## config.mk

```make
export PLATFORM = sky130hd
export DESIGN_NAME = moving_average_filter
export DESIGN_NICKNAME = d
export VERILOG_FILES = /design/src/rtl/maf_pkg.sv /design/src/rtl/moving_average_filter.sv /design/src/rtl/maf_front.sv /design/src/rtl/maf_back.sv
export SDC_FILE = /design/constraint.sdc
export NUM_CORES = 1
export LEC_CHECK = 0
export BUFFER_PORTS_ARGS = -buffer_cell sky130_fd_sc_hd__buf_2
export CAP_MARGIN = 25
export CORE_MARGIN = 2
export CORE_UTILIZATION = 35
export DETAILED_ROUTE_END_ITERATION = 12
export GPL_TIMING_DRIVEN = 0
export PLACE_DENSITY = 0.53
export SYNTH_ARGS = -nofsm -noshare
export SYNTH_HDL_FRONTEND = slang
export SYNTH_SLANG_ARGS = --single-unit
```

## constraint.sdc

```tcl
create_clock -name clk -period 7 [get_ports clk]
set_clock_uncertainty 0.1 [all_clocks]
set_input_delay 0.7 -clock clk [delete_from_list [all_inputs] [get_ports clk]]
set_output_delay 0.7 -clock clk [all_outputs]
set_load 0.1 [all_outputs]
```

## src/rtl/maf_pkg.sv

```systemverilog
package maf_pkg;

  // Largest window the ring can hold.
  localparam int MAX_DEPTH = 32;
  localparam int IDX_W     = (MAX_DEPTH > 1) ? $clog2(MAX_DEPTH) : 1;

  // Field widths.
  localparam int SAMPLE_W = 16;
  localparam int SUM_W    = 21;
  localparam int DEPTH_W  = 6;

  // Divider step counter covers one quotient bit per step.
  localparam int DIV_CNT_W = $clog2(SUM_W);

  // Window depth after reset.
  localparam logic [DEPTH_W-1:0] DEPTH_RESET = DEPTH_W'(16);

  // Front-to-back handoff: the oldest queued sample and whether it is there.
  typedef struct packed {
    logic                       vld;
    logic signed [SAMPLE_W-1:0] sample;
  } maf_item_t;

  // Clamp a written depth into the range the ring supports.
  function automatic logic [DEPTH_W-1:0] eff_depth(input logic [DEPTH_W-1:0] d);
    logic [DEPTH_W-1:0] r;
    r = d;
    if (d == '0) begin
      r = DEPTH_W'(1);
    end else if (int'(d) > MAX_DEPTH) begin
      r = DEPTH_W'(MAX_DEPTH);
    end
    return r;
  endfunction

endpackage

```

## src/rtl/moving_average_filter.sv

```systemverilog
// Moving average over the last window_depth signed 16-bit samples. Each item
// pushed yields one result: the window sum and that sum divided by the depth,
// truncated toward zero. The ring and sum start at zero, so the first pass
// averages in zeros; a depth write (1 to 32, 0 reads as 1, larger values as
// 32) also clears the window at once, with no clearing pass. In the back end an
// item passes through reading the oldest ring entry, updating the sum and ring,
// the bit-serial divider (one quotient bit a cycle) and loading the result
// register; a new item is taken only once the last one is through. A two-entry
// input queue and the result register let both sides stall independently. Write
// the depth only while the block is idle.
module moving_average_filter (
  input  logic                                clk,
  input  logic                                rst_n,
  input  logic                                push,
  input  logic signed [maf_pkg::SAMPLE_W-1:0] in_sample,
  output logic                                full,
  output logic                                empty,
  input  logic                                pop,
  output logic signed [maf_pkg::SAMPLE_W-1:0] out_average,
  output logic signed [maf_pkg::SUM_W-1:0]    out_window_sum,
  input  logic                                cfg_wr_en,
  input  logic [maf_pkg::DEPTH_W-1:0]         cfg_wr_data
);

  maf_pkg::maf_item_t item;
  logic               item_pop;

  // Front end: accepts and queues samples.
  maf_front u_front (
    .clk      (clk),
    .rst_n    (rst_n),
    .push     (push),
    .in_sample(in_sample),
    .full     (full),
    .item     (item),
    .item_pop (item_pop)
  );

  // Back end: window update, division and result register.
  maf_back u_back (
    .clk           (clk),
    .rst_n         (rst_n),
    .cfg_wr_en     (cfg_wr_en),
    .cfg_wr_data   (cfg_wr_data),
    .item          (item),
    .item_pop      (item_pop),
    .empty         (empty),
    .pop           (pop),
    .out_average   (out_average),
    .out_window_sum(out_window_sum)
  );

endmodule

```

## src/rtl/maf_front.sv

```systemverilog
module maf_front (
  input  logic                                clk,
  input  logic                                rst_n,
  input  logic                                push,
  input  logic signed [maf_pkg::SAMPLE_W-1:0] in_sample,
  output logic                                full,
  output maf_pkg::maf_item_t                  item,
  input  logic                                item_pop
);

  // Two-entry queue of samples waiting for the back end.
  logic signed [maf_pkg::SAMPLE_W-1:0] slot_r [2];
  logic       wr_ptr_r, wr_ptr_nxt;
  logic       rd_ptr_r, rd_ptr_nxt;
  logic [1:0] cnt_r, cnt_nxt;
  logic       do_push;
  logic       do_pop;

  assign full     = (cnt_r == 2'd2);
  assign do_push  = push && !full;
  assign do_pop   = item_pop && (cnt_r != 2'd0);

  // The oldest entry is offered to the back end.
  assign item.vld    = (cnt_r != 2'd0);
  assign item.sample = slot_r[rd_ptr_r];

  // Pointer and fill count update.
  always_comb begin
    wr_ptr_nxt = do_push ? ~wr_ptr_r : wr_ptr_r;
    rd_ptr_nxt = do_pop ? ~rd_ptr_r : rd_ptr_r;
    cnt_nxt    = cnt_r;
    if (do_push && !do_pop) begin
      cnt_nxt = cnt_r + 2'd1;
    end else if (!do_push && do_pop) begin
      cnt_nxt = cnt_r - 2'd1;
    end
  end

  always_ff @(posedge clk) begin
    if (!rst_n) begin
      wr_ptr_r <= 1'b0;
      rd_ptr_r <= 1'b0;
      cnt_r    <= 2'd0;
    end else begin
      wr_ptr_r <= wr_ptr_nxt;
      rd_ptr_r <= rd_ptr_nxt;
      cnt_r    <= cnt_nxt;
    end
  end

  // Sample storage needs no reset.
  always_ff @(posedge clk) begin
    if (do_push) begin
      slot_r[wr_ptr_r] <= in_sample;
    end
  end

`ifndef NO_ASSERTIONS
  a_cnt_bound: assert property (@(posedge clk) disable iff (!rst_n)
    cnt_r <= 2'd2)
    else $error("front queue count out of range");

  a_pop_nonempty: assert property (@(posedge clk) disable iff (!rst_n)
    item_pop |-> (cnt_r != 2'd0))
    else $error("back end popped an empty front queue");

  a_full_holds: assert property (@(posedge clk) disable iff (!rst_n)
    (cnt_r == 2'd2 && !item_pop) |=> (cnt_r == 2'd2))
    else $error("front queue lost or gained an item while full");
`endif

endmodule

```

## src/rtl/maf_back.sv

```systemverilog
module maf_back (
  input  logic                                 clk,
  input  logic                                 rst_n,
  input  logic                                 cfg_wr_en,
  input  logic [maf_pkg::DEPTH_W-1:0]          cfg_wr_data,
  input  maf_pkg::maf_item_t                   item,
  output logic                                 item_pop,
  output logic                                 empty,
  input  logic                                 pop,
  output logic signed [maf_pkg::SAMPLE_W-1:0]  out_average,
  output logic signed [maf_pkg::SUM_W-1:0]     out_window_sum
);

  localparam int SAMPLE_W = maf_pkg::SAMPLE_W;
  localparam int SUM_W    = maf_pkg::SUM_W;
  localparam int DEPTH_W  = maf_pkg::DEPTH_W;
  localparam int IDX_W    = maf_pkg::IDX_W;
  localparam int CNT_W    = maf_pkg::DIV_CNT_W;

  // Saturation limits of the average, as quotient magnitudes.
  localparam logic [SUM_W-1:0] POS_LIMIT = SUM_W'(2 ** (SAMPLE_W - 1) - 1);
  localparam logic [SUM_W-1:0] NEG_LIMIT = SUM_W'(2 ** (SAMPLE_W - 1));

  typedef enum logic [3:0] {
    ST_IDLE = 4'b0001,
    ST_ADD  = 4'b0010,
    ST_DIV  = 4'b0100,
    ST_DONE = 4'b1000
  } state_t;

  state_t state_r, state_nxt;

  // Window state.
  logic signed [SAMPLE_W-1:0] ring_mem [maf_pkg::MAX_DEPTH];
  logic [maf_pkg::MAX_DEPTH-1:0] ring_vld_r, ring_vld_nxt;
  logic [IDX_W-1:0]   pos_r, pos_nxt;
  logic signed [SUM_W-1:0] sum_r, sum_nxt;
  logic [DEPTH_W-1:0] depth_r, depth_nxt;

  // Item in flight.
  logic signed [SAMPLE_W-1:0] sample_r;
  logic signed [SAMPLE_W-1:0] old_data_r;
  logic                       old_vld_r;
  logic mem_re;
  logic mem_we;

  // Divider.
  logic [SUM_W-1:0]   dq_r, dq_nxt;
  logic [DEPTH_W-1:0] rem_r, rem_nxt;
  logic [CNT_W-1:0]   div_cnt_r, div_cnt_nxt;
  logic               neg_r, neg_nxt;

  // Result register.
  logic                       out_vld_r, out_vld_nxt;
  logic signed [SAMPLE_W-1:0] out_avg_r, out_avg_nxt;
  logic signed [SUM_W-1:0]    out_sum_r, out_sum_nxt;

  // Helpers.
  logic signed [SAMPLE_W-1:0] old_val;
  logic signed [SUM_W-1:0]    add_sum;
  logic [SUM_W-1:0]           add_mag;
  logic [IDX_W:0]             pos_inc;
  logic [DEPTH_W:0]           rem_sh;
  logic                       rem_ge;
  logic                       load_out;

  assign empty          = !out_vld_r;
  assign out_average    = out_avg_r;
  assign out_window_sum = out_sum_r;

  // Take a new sample only when idle; its ring entry is read the same cycle.
  assign mem_re   = (state_r == ST_IDLE) && item.vld;
  assign item_pop = mem_re;
  assign mem_we   = (state_r == ST_ADD);

  // New running sum: drop the oldest entry, add the new sample.
  assign old_val = old_vld_r ? old_data_r : '0;
  assign add_sum = sum_r
                 - {{(SUM_W - SAMPLE_W){old_val[SAMPLE_W-1]}}, old_val}
                 + {{(SUM_W - SAMPLE_W){sample_r[SAMPLE_W-1]}}, sample_r};
  assign add_mag = add_sum[SUM_W-1] ? (~add_sum + SUM_W'(1)) : add_sum;
  assign pos_inc = {1'b0, pos_r} + (IDX_W + 1)'(1);

  // One restoring division step on the magnitude.
  assign rem_sh = {rem_r, dq_r[SUM_W-1]};
  assign rem_ge = (rem_sh >= {1'b0, depth_r});

  // The result register is free, or is being emptied this cycle.
  assign load_out = (state_r == ST_DONE) && (!out_vld_r || pop);

  always_comb begin
    state_nxt    = state_r;
    ring_vld_nxt = ring_vld_r;
    pos_nxt      = pos_r;
    sum_nxt      = sum_r;
    depth_nxt    = depth_r;
    dq_nxt       = dq_r;
    rem_nxt      = rem_r;
    div_cnt_nxt  = div_cnt_r;
    neg_nxt      = neg_r;
    out_vld_nxt  = out_vld_r;
    out_avg_nxt  = out_avg_r;
    out_sum_nxt  = out_sum_r;

    if (pop && out_vld_r) begin
      out_vld_nxt = 1'b0;
    end

    case (state_r)
      ST_IDLE: begin
        if (item.vld) begin
          state_nxt = ST_ADD;
        end
      end
      ST_ADD: begin
        sum_nxt               = add_sum;
        ring_vld_nxt[pos_r]   = 1'b1;
        if (int'(pos_inc) >= int'(depth_r)) begin
          pos_nxt = '0;
        end else begin
          pos_nxt = pos_inc[IDX_W-1:0];
        end
        dq_nxt      = add_mag;
        neg_nxt     = add_sum[SUM_W-1];
        rem_nxt     = '0;
        div_cnt_nxt = '0;
        state_nxt   = ST_DIV;
      end
      ST_DIV: begin
        dq_nxt  = {dq_r[SUM_W-2:0], rem_ge};
        rem_nxt = rem_ge ? DEPTH_W'(rem_sh - {1'b0, depth_r}) : rem_sh[DEPTH_W-1:0];
        div_cnt_nxt = div_cnt_r + CNT_W'(1);
        if (div_cnt_r == CNT_W'(SUM_W - 1)) begin
          state_nxt = ST_DONE;
        end
      end
      ST_DONE: begin
        if (load_out) begin
          out_vld_nxt = 1'b1;
          out_sum_nxt = sum_r;
          if (!neg_r) begin
            out_avg_nxt = (dq_r > POS_LIMIT) ? POS_LIMIT[SAMPLE_W-1:0] : dq_r[SAMPLE_W-1:0];
          end else if (dq_r > NEG_LIMIT) begin
            out_avg_nxt = NEG_LIMIT[SAMPLE_W-1:0];
          end else begin
            out_avg_nxt = SAMPLE_W'(~dq_r + SUM_W'(1));
          end
          state_nxt = ST_IDLE;
        end
      end
      default: begin
        state_nxt = ST_IDLE;
      end
    endcase

    // A depth write restarts the window; the user must write it only while idle, as the block does not enforce it.
    if (cfg_wr_en) begin
      depth_nxt    = maf_pkg::eff_depth(cfg_wr_data);
      ring_vld_nxt = '0;
      sum_nxt      = '0;
      pos_nxt      = '0;
    end
  end

  // Control state and window bookkeeping.
  always_ff @(posedge clk) begin
    if (!rst_n) begin
      state_r    <= ST_IDLE;
      ring_vld_r <= '0;
      pos_r      <= '0;
      sum_r      <= '0;
      depth_r    <= maf_pkg::eff_depth(maf_pkg::DEPTH_RESET);
      div_cnt_r  <= '0;
      out_vld_r  <= 1'b0;
    end else begin
      state_r    <= state_nxt;
      ring_vld_r <= ring_vld_nxt;
      pos_r      <= pos_nxt;
      sum_r      <= sum_nxt;
      depth_r    <= depth_nxt;
      div_cnt_r  <= div_cnt_nxt;
      out_vld_r  <= out_vld_nxt;
    end
  end

  // Datapath registers.
  always_ff @(posedge clk) begin
    dq_r      <= dq_nxt;
    rem_r     <= rem_nxt;
    neg_r     <= neg_nxt;
    out_avg_r <= out_avg_nxt;
    out_sum_r <= out_sum_nxt;
    if (mem_re) begin
      sample_r  <= item.sample;
      old_vld_r <= ring_vld_r[pos_r];
    end
  end

  // Sample ring: one write and one registered read port.
  always_ff @(posedge clk) begin
    if (mem_we) begin
      ring_mem[pos_r] <= sample_r;
    end
    if (mem_re) begin
      old_data_r <= ring_mem[pos_r];
    end
  end

`ifndef NO_ASSERTIONS
  a_add_to_div: assert property (@(posedge clk) disable iff (!rst_n)
    (state_r == ST_ADD) |=> (state_r == ST_DIV))
    else $error("sum update not followed by division");

  a_div_cnt: assert property (@(posedge clk) disable iff (!rst_n)
    (state_r == ST_DIV) |-> (int'(div_cnt_r) < SUM_W))
    else $error("divider step count overran");

  a_rem_bound: assert property (@(posedge clk) disable iff (!rst_n)
    (state_r == ST_DIV) |-> (rem_r < depth_r))
    else $error("divider remainder not below depth");

  a_pos_bound: assert property (@(posedge clk) disable iff (!rst_n)
    int'(pos_r) < int'(depth_r))
    else $error("write position beyond window depth");

  a_out_hold: assert property (@(posedge clk) disable iff (!rst_n)
    (out_vld_r && !pop) |=> (out_vld_r && $stable(out_sum_r)))
    else $error("waiting result dropped or changed");
`endif

endmodule
```

======== Word-level counts from Yosys, hierarchy flattened ========
Memories as Yosys holds them, arrays and structs flattened. A register that Yosys moved wholly into a read port is not among the register bits.
Cells that the tools add are included.
operators by class
  multiplexer cells ....................... 29
  $add $sub $neg .......................... 9
  order comparisons ....................... 7
  reduce and logical (&&, ||, !) cells .... 20
  bitwise logic cells ..................... 6
  eq/ne operators ......................... 9
operators with widths
  kind                     count
  $mux W16                 4
  $pmux W21 S2             1
  $or A32 B32 Y32          1
  $add A21 B2 Y21 const B  1
  $add A21 B21 Y21         1
  $gt A21 B15 Y1 const B   1
  $gt A21 B16 Y1 const B   1
  $mux W21                 1
  $not A21 Y21             1
  $sub A21 B21 Y21         1
  $mux W6                  3
  $add A16 B1 Y16 const B  1
  $not A16 Y16             1
  $pmux W4 S4              1
  $mux W4                  3
  $pmux W6 S2              1
  $pmux W5 S2              1
  $mux W1                  9
  $logic_and A1 B1 Y1      8
  $ge A7 B6 Y1             1
  $add A5 B1 Y6 const B    1
  $ge A6 B6 Y1             1
  $gt A6 B6 Y1 const B     1
  $logic_not A6 Y1         1
  other kinds (24)         34
word-level totals
  bits in writable memories ............... 544
  output and inout bits ................... 39
  word-level logic and storage cells ...... 98
  memories ................................ 2
  input bits .............................. 27
  register bits ........................... 144
memory list
  name             words  width  rd ports  clocked after Yosys merged registers in  write ports  line             text
  u_back.ring_mem  32     16     1         1                                        1            maf_back.sv:34   logic signed [SAMPLE_W-1:0] ring_mem [maf_pkg::MAX_DEPTH];
  u_front.slot_r   2      16     1         1                                        1            maf_front.sv:12  logic signed [maf_pkg::SAMPLE_W-1:0] slot_r [2];

======== Longest topological paths before layout ========
Gate-level depths: netlist of the first run.
  depth in word-level cells ............... 7
  depth in mapped cells ................... 16
  gate-level depth less buffers ........... 15

======== By module ========
A second synthesis of the first run with hierarchy kept.
second synthesis, totals
  cells, all modules ...................... 1902
  area, all modules ....................... 30250.3 sq um
modules (own cells, without submodules)
  module     times used  cells an instance  seq. area each (sq um)  area each (sq um)
  maf_back   1           1827               19799.0                 28860.2
  maf_front  1           75                 1061.0                  1390.1

======== Least setup slack after synthesis of the first run ========
Ideal clock, no wire load.
  path type ............................... register -> register
  start point ............................. reg u_back.state_r[1]
  end point ............................... reg u_front.cnt_r[1]
  cell stages (with the launch flop) ...... 7
  data required time ...................... 6.824 ns
  slack ................................... 1.694 ns
  path buffers ............................ 0
  clock period less this slack ............ 5.306 ns
  arrival time ............................ 5.131 ns
  setup time .............................. 0.076 ns
  cell sequence ........................... dfxtp_1 -> nor2_1 -> nor4bb_1 -> inv_1 -> ha_1 -> or3_1 -> a21boi_0
between the ends
  longest elaborated chain between the ends .. 6
  elaborated cells on any way between the ends .. 8
  those cells by class .................... eq/ne (1); mux (1); reduce/logical (6)
ends and longest elaborated chain
  item                                           line                         text
  from (decl)                                    maf_back.sv:31               state_t state_r, state_nxt;
  from (signal assigned)                         maf_back.sv:176              state_r <= state_nxt;
  $eq A4 B1 Y1 *                                 maf_back.sv:72               assign mem_re = (state_r == ST_IDLE) && item.vld;
  $logic_and A1 B1 Y1 *                          maf_back.sv:72
  named net item_pop                             moving_average_filter.sv:26  logic item_pop;
  $logic_and A1 B1 Y1 *                          maf_front.sv:21              assign do_pop = item_pop && (cnt_r != 2'd0);
  $logic_not A1 Y1                               maf_front.sv:32              if (do_push && !do_pop) begin
  $logic_and A1 B1 Y1                            maf_front.sv:32
  $mux W2 or $reduce_bool A2 Y1 (tied branches)  n/a
  to (signal assigned)                           maf_front.sv:47              cnt_r <= cnt_nxt;
  to (decl)                                      maf_front.sv:15              logic [1:0] cnt_r, cnt_nxt;
The timed path passes the listed nets; every way through them passes the cells marked *.
A chain may end at the register's enable or synchronous reset.

======== Worst setup path after layout of the first run ========
  start point ............................. reg u_back.sample_r[3] (read register of u_front.slot_r)
  end point ............................... reg u_back.dq_r[9], data pin
between the ends
  longest elaborated chain between the ends .. 5
ends and longest elaborated chain
  item                        line             text
  from (decl)                 maf_back.sv:41   logic signed [SAMPLE_W-1:0] sample_r;
  $add A21 B21 Y21 *          maf_back.sv:80   + {{(SUM_W - SAMPLE_W){sample_r[SAMPLE_W-1]}}, sample_r};
  $not A21 Y21                maf_back.sv:81   assign add_mag = add_sum[SUM_W-1] ? (~add_sum + SUM_W'(1)) : add_sum;
  $add A21 B2 Y21             maf_back.sv:81
  $mux W21 *                  maf_back.sv:81
  $pmux W21 S2 *              maf_back.sv:109  case (state_r)
  named net u_back.dq_nxt[9]  maf_back.sv:48   logic [SUM_W-1:0] dq_r, dq_nxt;
  to (signal assigned)        maf_back.sv:188  dq_r <= dq_nxt;
  to (decl)                   maf_back.sv:48
Marks and branches as above.

==> results.sh, run 1 <==
export IMPL_status="completed"
export IMPL_cts_max_path_buffers=3
export IMPL_leakage_uw=0.0116
export IMPL_cts_htree_levels=3
export IMPL_synth_cells=1843
export IMPL_yosys_area_share_adder_pct=3.24
export IMPL_grt_use_total_pct=18.6
export IMPL_max_cap_violations=0
export IMPL_drtIter0Drc=1440
export IMPL_syn_area_um2=30000
export IMPL_gp_congestion=0.864
export IMPL_post_dp_hpwl_um=57300
export IMPL_final_nets=2147
export IMPL_synth_edff_count=642
export IMPL_io_buffers=64
export IMPL_synth_compound_area_share_pct=5.83
export IMPL_setup_viol=0
export IMPL_maxSlewHeadroom_pct=29.6
export IMPL_rsz0062_at_grt="no"
export IMPL_holdPathStages=1
export IMPL_ys_seq_elements=720
export IMPL_ctsHoldBuffers=0
export IMPL_grt_ovfl_total=0
export IMPL_synth_cell_types=66
export IMPL_critPathKind="reg2reg"
export IMPL_holdWs_ps=159
export IMPL_via_per_inst=5.26
export IMPL_yosys_area_share_simple_pct=6.41
export IMPL_whs_endpoint="u_front.slot_r[1][1]$_DFFE_PP_"
export IMPL_clk_pin_slew_ps=60
export IMPL_post_cts_resize_count=0
export IMPL_synth_flop_cell="edfxtp_1"
export IMPL_antenna_left=0
export IMPL_cts_root_buf="clkbuf_16"
export IMPL_synth_top_family_by_area="multiplexers"
export IMPL_syn_area_per_cell_um2=16.3
export IMPL_totalPowerFinal_uw=15000
export IMPL_grt_max_degree=37
export IMPL_post_synth_main_area_contributors="edfxtp_1 64%, mux4_2 10%, dfxtp_1 5.2%, nor2_1 2.2%, ha_1 1.8%"
export IMPL_dr_pass1_iters=5
export IMPL_cp_arrival_ps=5740
export IMPL_nFillCells=7576
export IMPL_wire_per_inst_um=24.5
export IMPL_rows=107
export IMPL_synth_xor_area_share_pct=1.40
export IMPL_ir_drop_v=0.000307
export IMPL_yosysTopAreaCell="edfxtp_1"
export IMPL_crit_chain="buf_16 -> inv_1 -> fa_1 -> inv_1 -> ha_1 -> o21ai_0 -> a21o_1 -> a211oi_1 -> o31a_1 -> o41a_1 -> xor2_1 -> clkbuf_1 -> o21ai_0 -> xnor2_1 -> a21oi_1"
export IMPL_r2r_start="u_back.sample_r[3]$_DFFE_PP_"
export IMPL_end_kind="flop"
export IMPL_hp_class="in2reg"
export IMPL_slowest_stage="edfxtp_1"
export IMPL_syn_nets=1935
export IMPL_worstPathRequired_ps=7240
export IMPL_vias=17100
export IMPL_post_route_drc_count=0
export IMPL_max_freq_ghz=0.182
export IMPL_start_util_pct=35.3
export IMPL_dieArea_um2=88000
export IMPL_ys_seq_area_share_pct=69.5
export IMPL_n_antenna_cell=0
export IMPL_crit_path_max_fanout=17
export IMPL_grt_pass1_vias=17300
export IMPL_synth_warnings=0
export IMPL_clkLatencyLatePin_ps=630
export IMPL_utilization_pct=41.8
export IMPL_synth_area_mux_share_pct=11.0
export IMPL_cts_buffers=76
export IMPL_wl_um=80000
export IMPL_p_per_area_nw_per_um2=421
export IMPL_crit_path_start_kind="flop"
export IMPL_synthArstFlopShare_pct=0
export IMPL_layout_commonest_cell="edfxtp_1"
export IMPL_cts_sinks=720
export IMPL_worst_slew_pin_slew_ps=1060
export IMPL_mostFrequentLayoutCells="642 x edfxtp_1, 141 x nor2_1, 136 x mux4_2, 118 x inv_1, 79 x clkbuf_16"
export IMPL_die_x_um=297
export IMPL_cpPeakStageDelay_ps=950
export IMPL_maxSlewViolCount=0
export IMPL_hold_start="in_sample[1]"
export IMPL_cts_tree="built"
export IMPL_grt_pass1_wl_um=118000
export IMPL_fin_crit_ps=5500
export IMPL_r2r_cells=15
export IMPL_r2r_end="u_back.dq_r[9]$_DFFE_PN_"
export IMPL_period_share_pct=78.6
export IMPL_io_pins=66
export IMPL_ff2ff_setup_slack_ps=1500
export IMPL_hold_viol=0
export IMPL_synth_top_area_share_pct=64.3
export IMPL_die_h_um=297
export IMPL_core_um2=85000
export IMPL_drive_gt1_share_pct=21.7
export IMPL_antenna_found_initial=3
export IMPL_cts_setup_buffers=0
export IMPL_syn2layout_area_growth_pct=18.6
-- sequential cells by signal (all words and copies together) (netlist names) --
register	flops
u_back.ring_mem	512
u_back.ring_vld_r	32
u_front.slot_r	32
u_back.dq_r	21
u_back.out_window_sum	21
u_back.sum_r	21
u_back.old_data_r	16
u_back.out_average	16
u_back.sample_r	16
u_back.depth_r	6
u_back.rem_r	6
u_back.div_cnt_r	5
u_back.pos_r	5
u_back.state_r	4
u_front.cnt_r	2
u_back.neg_r	1
u_back.old_vld_r	1
u_back.out_vld_r	1
u_front.rd_ptr_r	1
u_front.wr_ptr_r	1
-- per-stage QoR --
stage / cells / area [um2] / setup TNS, ps / setup slack [ps]
after floorplan: 1843 / 30000 / 0 / 1690
after global placement: 3051 / 31700 / -1730 / -741
after detailed placement: 3114 / 33000 / 0 / 1420
after CTS: 3254 / 35400 / 0 / 1400
after global routing: 3261 / 35600 / 0 / 1220
final: 3261 / 35600 / 0 / 1500
-- routing by layer --
layer	track usage [%]	part of all wire (%)
met1	25.6	43
met2	29.4	47
met3	3.32	6.4
met4	6.76	3.4
met5	0	0.034
-- worst max-delay path by stage --
stage,endpoint,slack (ps),depth (start not counted),startpoint
5_1_grt,u_back.dq_r[4]$_DFFE_PN_,1220,15,u_back.sample_r[3]$_DFFE_PP_
2_1_floorplan,u_front.cnt_r[1]$_SDFFE_PN0P_,1690,6,u_back.state_r[1]$_SDFFE_PN0P_
4_1_cts,u_back.dq_r[18]$_DFFE_PN_,1400,14,u_back.sample_r[8]$_DFFE_PP_
3_3_place_gp,u_front.cnt_r[1]$_SDFFE_PN0P_,-740,6,u_back.state_r[1]$_SDFFE_PN0P_
6_report,u_back.dq_r[9]$_DFFE_PN_,1500,15,u_back.sample_r[3]$_DFFE_PP_
3_5_place_dp,u_back.dq_r[18]$_DFFE_PN_,1420,14,u_back.sample_r[8]$_DFFE_PP_
-- layout make-up --
type	instances	area, um2	share of cell area, %
Sequential cell	720	20800	58.6
Clock buffer	100	2110	5.92
Tap cell	1144	1430	4.03
Clock inverter	40	318	0.894
Buffer	83	332	0.933
Timing Repair Buffer	134	1600	4.50
Multi-Input combinational cell	922	8480	23.9
Inverter	118	443	1.25
-- worst max-delay path: cells and delay by family (launching register included) --
| family | cells | cell delay (ps) |
|---|---|---|
| AOI/OAI and AO/OA | 7 | 1700 |
| xor gates and xnor gates | 2 | 790 |
| buffers and inverters | 4 | 770 |
| DFF | 1 | 950 |
| adders and majority gates | 2 | 900 |
-- power by group --
group          leakage (uW)  total [uW]  internal (uW)  switching, uW
Clock               0.00121        3920           2240           1680
Combinational       0.00397        5200           1990           3210
Sequential          0.00641        5860           5550            307
Total                0.0116       15000           9790           5200
-- cells in the mapped netlist, drive strengths merged (9+ instances only) --
library cell,count
a22oi,72
a211oi,18
edfxtp,642
inv,118
ha,44
clkbuf,61
xnor2,29
nor3,9
dfxtp,78
nand3,10
and2,27
o21ai,39
xor2,19
a21oi,56
mux4,136
nand4,26
o311ai,10
nand2b,12
nand2,77
fa,21
mux2,17
buf,22
nor2,174
o31ai,9
or3,12
-- cells by family after synthesis --
logic type	Yosys count
fa+ha+maj	65
mux	158
compound gates	255
simple gates	396
flops	720
xor+xnor	48
buf+inv	201
Note: power is estimated with default switching activity, not from simulation.
==> run 2: changes to the inputs <==
==> constraint.sdc (replaced) <==
create_clock -name clk -period 5.3 [get_ports clk]
set_clock_uncertainty 0.1 [all_clocks]
set_input_delay 0.53 -clock clk [delete_from_list [all_inputs] [get_ports clk]]
set_output_delay 0.53 -clock clk [all_outputs]
set_load 0.1 [all_outputs]
==> run 2 against run 1 <==
Compared with the run above: final area hardly changed; flip-flop and latch count unchanged; global-route usage up 0.21 points; combinational power increased by 35%; count of clock-buffer cells in the layout unchanged; via count up 1.1%; non-clock buffer count increased by 23; worst hold slack lost 57 ps; register-to-register slack worse by 1200 ps; first-iteration DRC count up 9.1%; largest power group unchanged; highest routed layer is now met4.
==> results.sh, run 2 (same netlist as run 1, synthesis figures left out) <==
export IMPL_grt_ovfl_total=0
export IMPL_grt_pass1_vias=17400
export IMPL_cts_max_path_buffers=3
export IMPL_core_um2=85000
export IMPL_crit_path_start_kind="flop"
export IMPL_mostFrequentLayoutCells="642 x edfxtp_1, 141 x nor2_1, 136 x mux4_2, 118 x inv_1, 84 x clkbuf_1"
export IMPL_dr_pass1_iters=6
export IMPL_placed_area_um2=33000
export IMPL_layout_commonest_cell="edfxtp_1"
export IMPL_post_route_drc_count=0
export IMPL_p_int_uw=12800
export IMPL_stdcell_count=3280
export IMPL_p_clk_share_pct=25.4
export IMPL_grt_busiest_layer="met2"
export IMPL_end_kind="flop"
export IMPL_cp_arrival_ps=5230
export IMPL_maxSlewViolCount=0
export IMPL_met2_usage_pct=30.6
export IMPL_grt_use_total_pct=18.8
export IMPL_io_pins=66
export IMPL_largest_reg_flops=512
export IMPL_via_per_inst=5.28
export IMPL_hold_viol=0
export IMPL_crit_family="compound AO/OA/AOI/OAI gates"
export IMPL_post_route_worst_setup_slack_ps=318
export IMPL_dieArea_um2=88000
export IMPL_crit_top_cell="inv_1"
export IMPL_critPathKind="reg2reg"
export IMPL_cts_htree_levels=3
export IMPL_crit_path_max_fanout=10
export IMPL_gp_congestion=0.859
export IMPL_maxSlewHeadroom_pct=25.3
export IMPL_vias=17300
export IMPL_critPathBufInv=3
export IMPL_crit_chain="inv_1 -> fa_1 -> inv_1 -> ha_1 -> nand3_1 -> a211oi_1 -> o31a_1 -> o41a_1 -> xor2_2 -> clkbuf_1 -> o21ai_0 -> xnor2_1 -> a21oi_1"
export IMPL_cts_buffers=75
export IMPL_worstPathRequired_ps=5550
export IMPL_io_buffers=64
export IMPL_setup_viol=0
export IMPL_top_register="u_back.ring_mem"
export IMPL_slowest_stage="edfxtp_1"
export IMPL_period_share_pct=94.0
export IMPL_n_antenna_cell=0
export IMPL_power_frac_comb_pct=35.8
export IMPL_grt_pass1_wl_um=119000
export IMPL_drtIter0Drc=1571
export IMPL_final_nets=2169
export IMPL_placedCellCount=3115
export IMPL_cts_sinks=720
export IMPL_design_area_um2=35600
export IMPL_p_per_area_nw_per_um2=553
export IMPL_cts_root_buf="clkbuf_16"
export IMPL_clk_pin_slew_ps=60
export IMPL_leakage_uw=0.0116
export IMPL_cpPeakStageDelay_ps=890
export IMPL_die_h_um=297
export IMPL_rsz0062_at_grt="no"
export IMPL_clkLatencyLatePin_ps=630
export IMPL_fin_crit_ps=4980
export IMPL_max_freq_ghz=0.201
export IMPL_grtUsageMet1_pct=26.0
export IMPL_hp_class="in2reg"
export IMPL_nFillCells=7633
export IMPL_cts_tree="built"
export IMPL_power_frac_seq_pct=38.9
export IMPL_antenna_found_initial=1
export IMPL_post_dp_hpwl_um=57300
export IMPL_start_util_pct=35.3
export IMPL_status="completed"
export IMPL_worst_slew_pin_slew_ps=1120
export IMPL_drive_gt1_share_pct=21.3
export IMPL_syn2layout_area_growth_pct=18.6
export IMPL_p_sw_uw=6860
export IMPL_swShare_pct=34.9
export IMPL_rows=107
export IMPL_max_cap_violations=0
export IMPL_die_x_um=297
export IMPL_place_ws_ps=-308
export IMPL_wire_per_inst_um=24.6
export IMPL_antenna_left=0
export IMPL_grtUsageMet3_pct=2.79
export IMPL_wl_um=80800
export IMPL_ir_drop_v=0.000483
export IMPL_grt_max_degree=35
export IMPL_reg_top3="u_back.ring_mem x512, u_back.ring_vld_r x32, u_front.slot_r x32"
-- run 2: cell types whose count changed in the layout (fill, tap and decap cells not counted), sizes merged --
cell	delta
clkinvlp	+2
dlygate4sd3	+16
clkinv	-7
buf	+7
inv	+1
-- run 2: power groups by stage --
stage / logic (uW) / registers (uW) / clock network [uW]
2_1_floorplan: 4440 / 7820 / 0
3_3_place_gp: 5870 / 8330 / 0
3_5_place_dp: 6730 / 7930 / 0
4_1_cts: 6910 / 7710 / 5080
5_1_grt: 7740 / 7660 / 5310
6_report: 7030 / 7640 / 4980
-- run 2: final timing paths --
path,start,endpoint,slack (ps),cells after the start
setup / recovery,u_back.sample_r[15]$_DFFE_PP_,u_back.dq_r[9]$_DFFE_PN_,320,13
hold / removal,cfg_wr_data[5],u_back.depth_r[4]$_SDFFE_PN1P_,100,2
setup reg to reg,u_back.sample_r[15]$_DFFE_PP_,u_back.dq_r[9]$_DFFE_PN_,320,13
hold reg to reg,u_back.sum_r[11]$_SDFFE_PP0P_,u_back.out_window_sum[11]$_DFFE_PP_,330,0
-- run 2: per-layer routing --
| metal | up-vias | routed length [um] |
|---|---|---|
| met3 | 118 | 4630 |
| met5 | - | 0 |
| met4 | 0 | 2470 |
| li1 | 7582 | - |
| met2 | 588 | 39100 |
| met1 | 9037 | 34600 |
-- run 2: worst reg2reg max path: cells and delay by family, from the launching register on --
kind,cells,cell delay [ps]
buf+inv,3,810
compound gates,5,1160
xor+xnor,2,670
flops,1,890
simple gates,1,120
fa+ha+maj,2,970
-- run 2: layout make-up --
cell class / count / area, um2 / area share [%]
plain buffers: 83 / 332 / 0.932
clock buffers: 100 / 1990 / 5.60
clock inverters: 36 / 292 / 0.820
inverters: 118 / 443 / 1.25
multi-input cells: 922 / 8490 / 23.9
flip-flops and latches: 720 / 20800 / 58.6
well taps: 1144 / 1430 / 4.02
repair buffers: 157 / 1740 / 4.90
-- run 2: through the flow --
stage	utilization [%]	hold WS (ps)	total power, uW	setup TNS (ps)
finish	41.8	102	19700	0
global route	41.8	96.1	20700	0
CTS	41.7	75.3	19700	0
detailed placement	38.8	326	14700	-1390
global placement	37.3	326	14200	-7650
floorplan	-	308	12300	0
-- run 2: what timing repair did --
action	4_1_cts	5_1_grt
hold buffers	16	0
endpoints found under the hold margin	32	0
setup endpoints to repair	11	9
buffers inserted	5	4
resized for setup	0	3
pin swaps	0	0
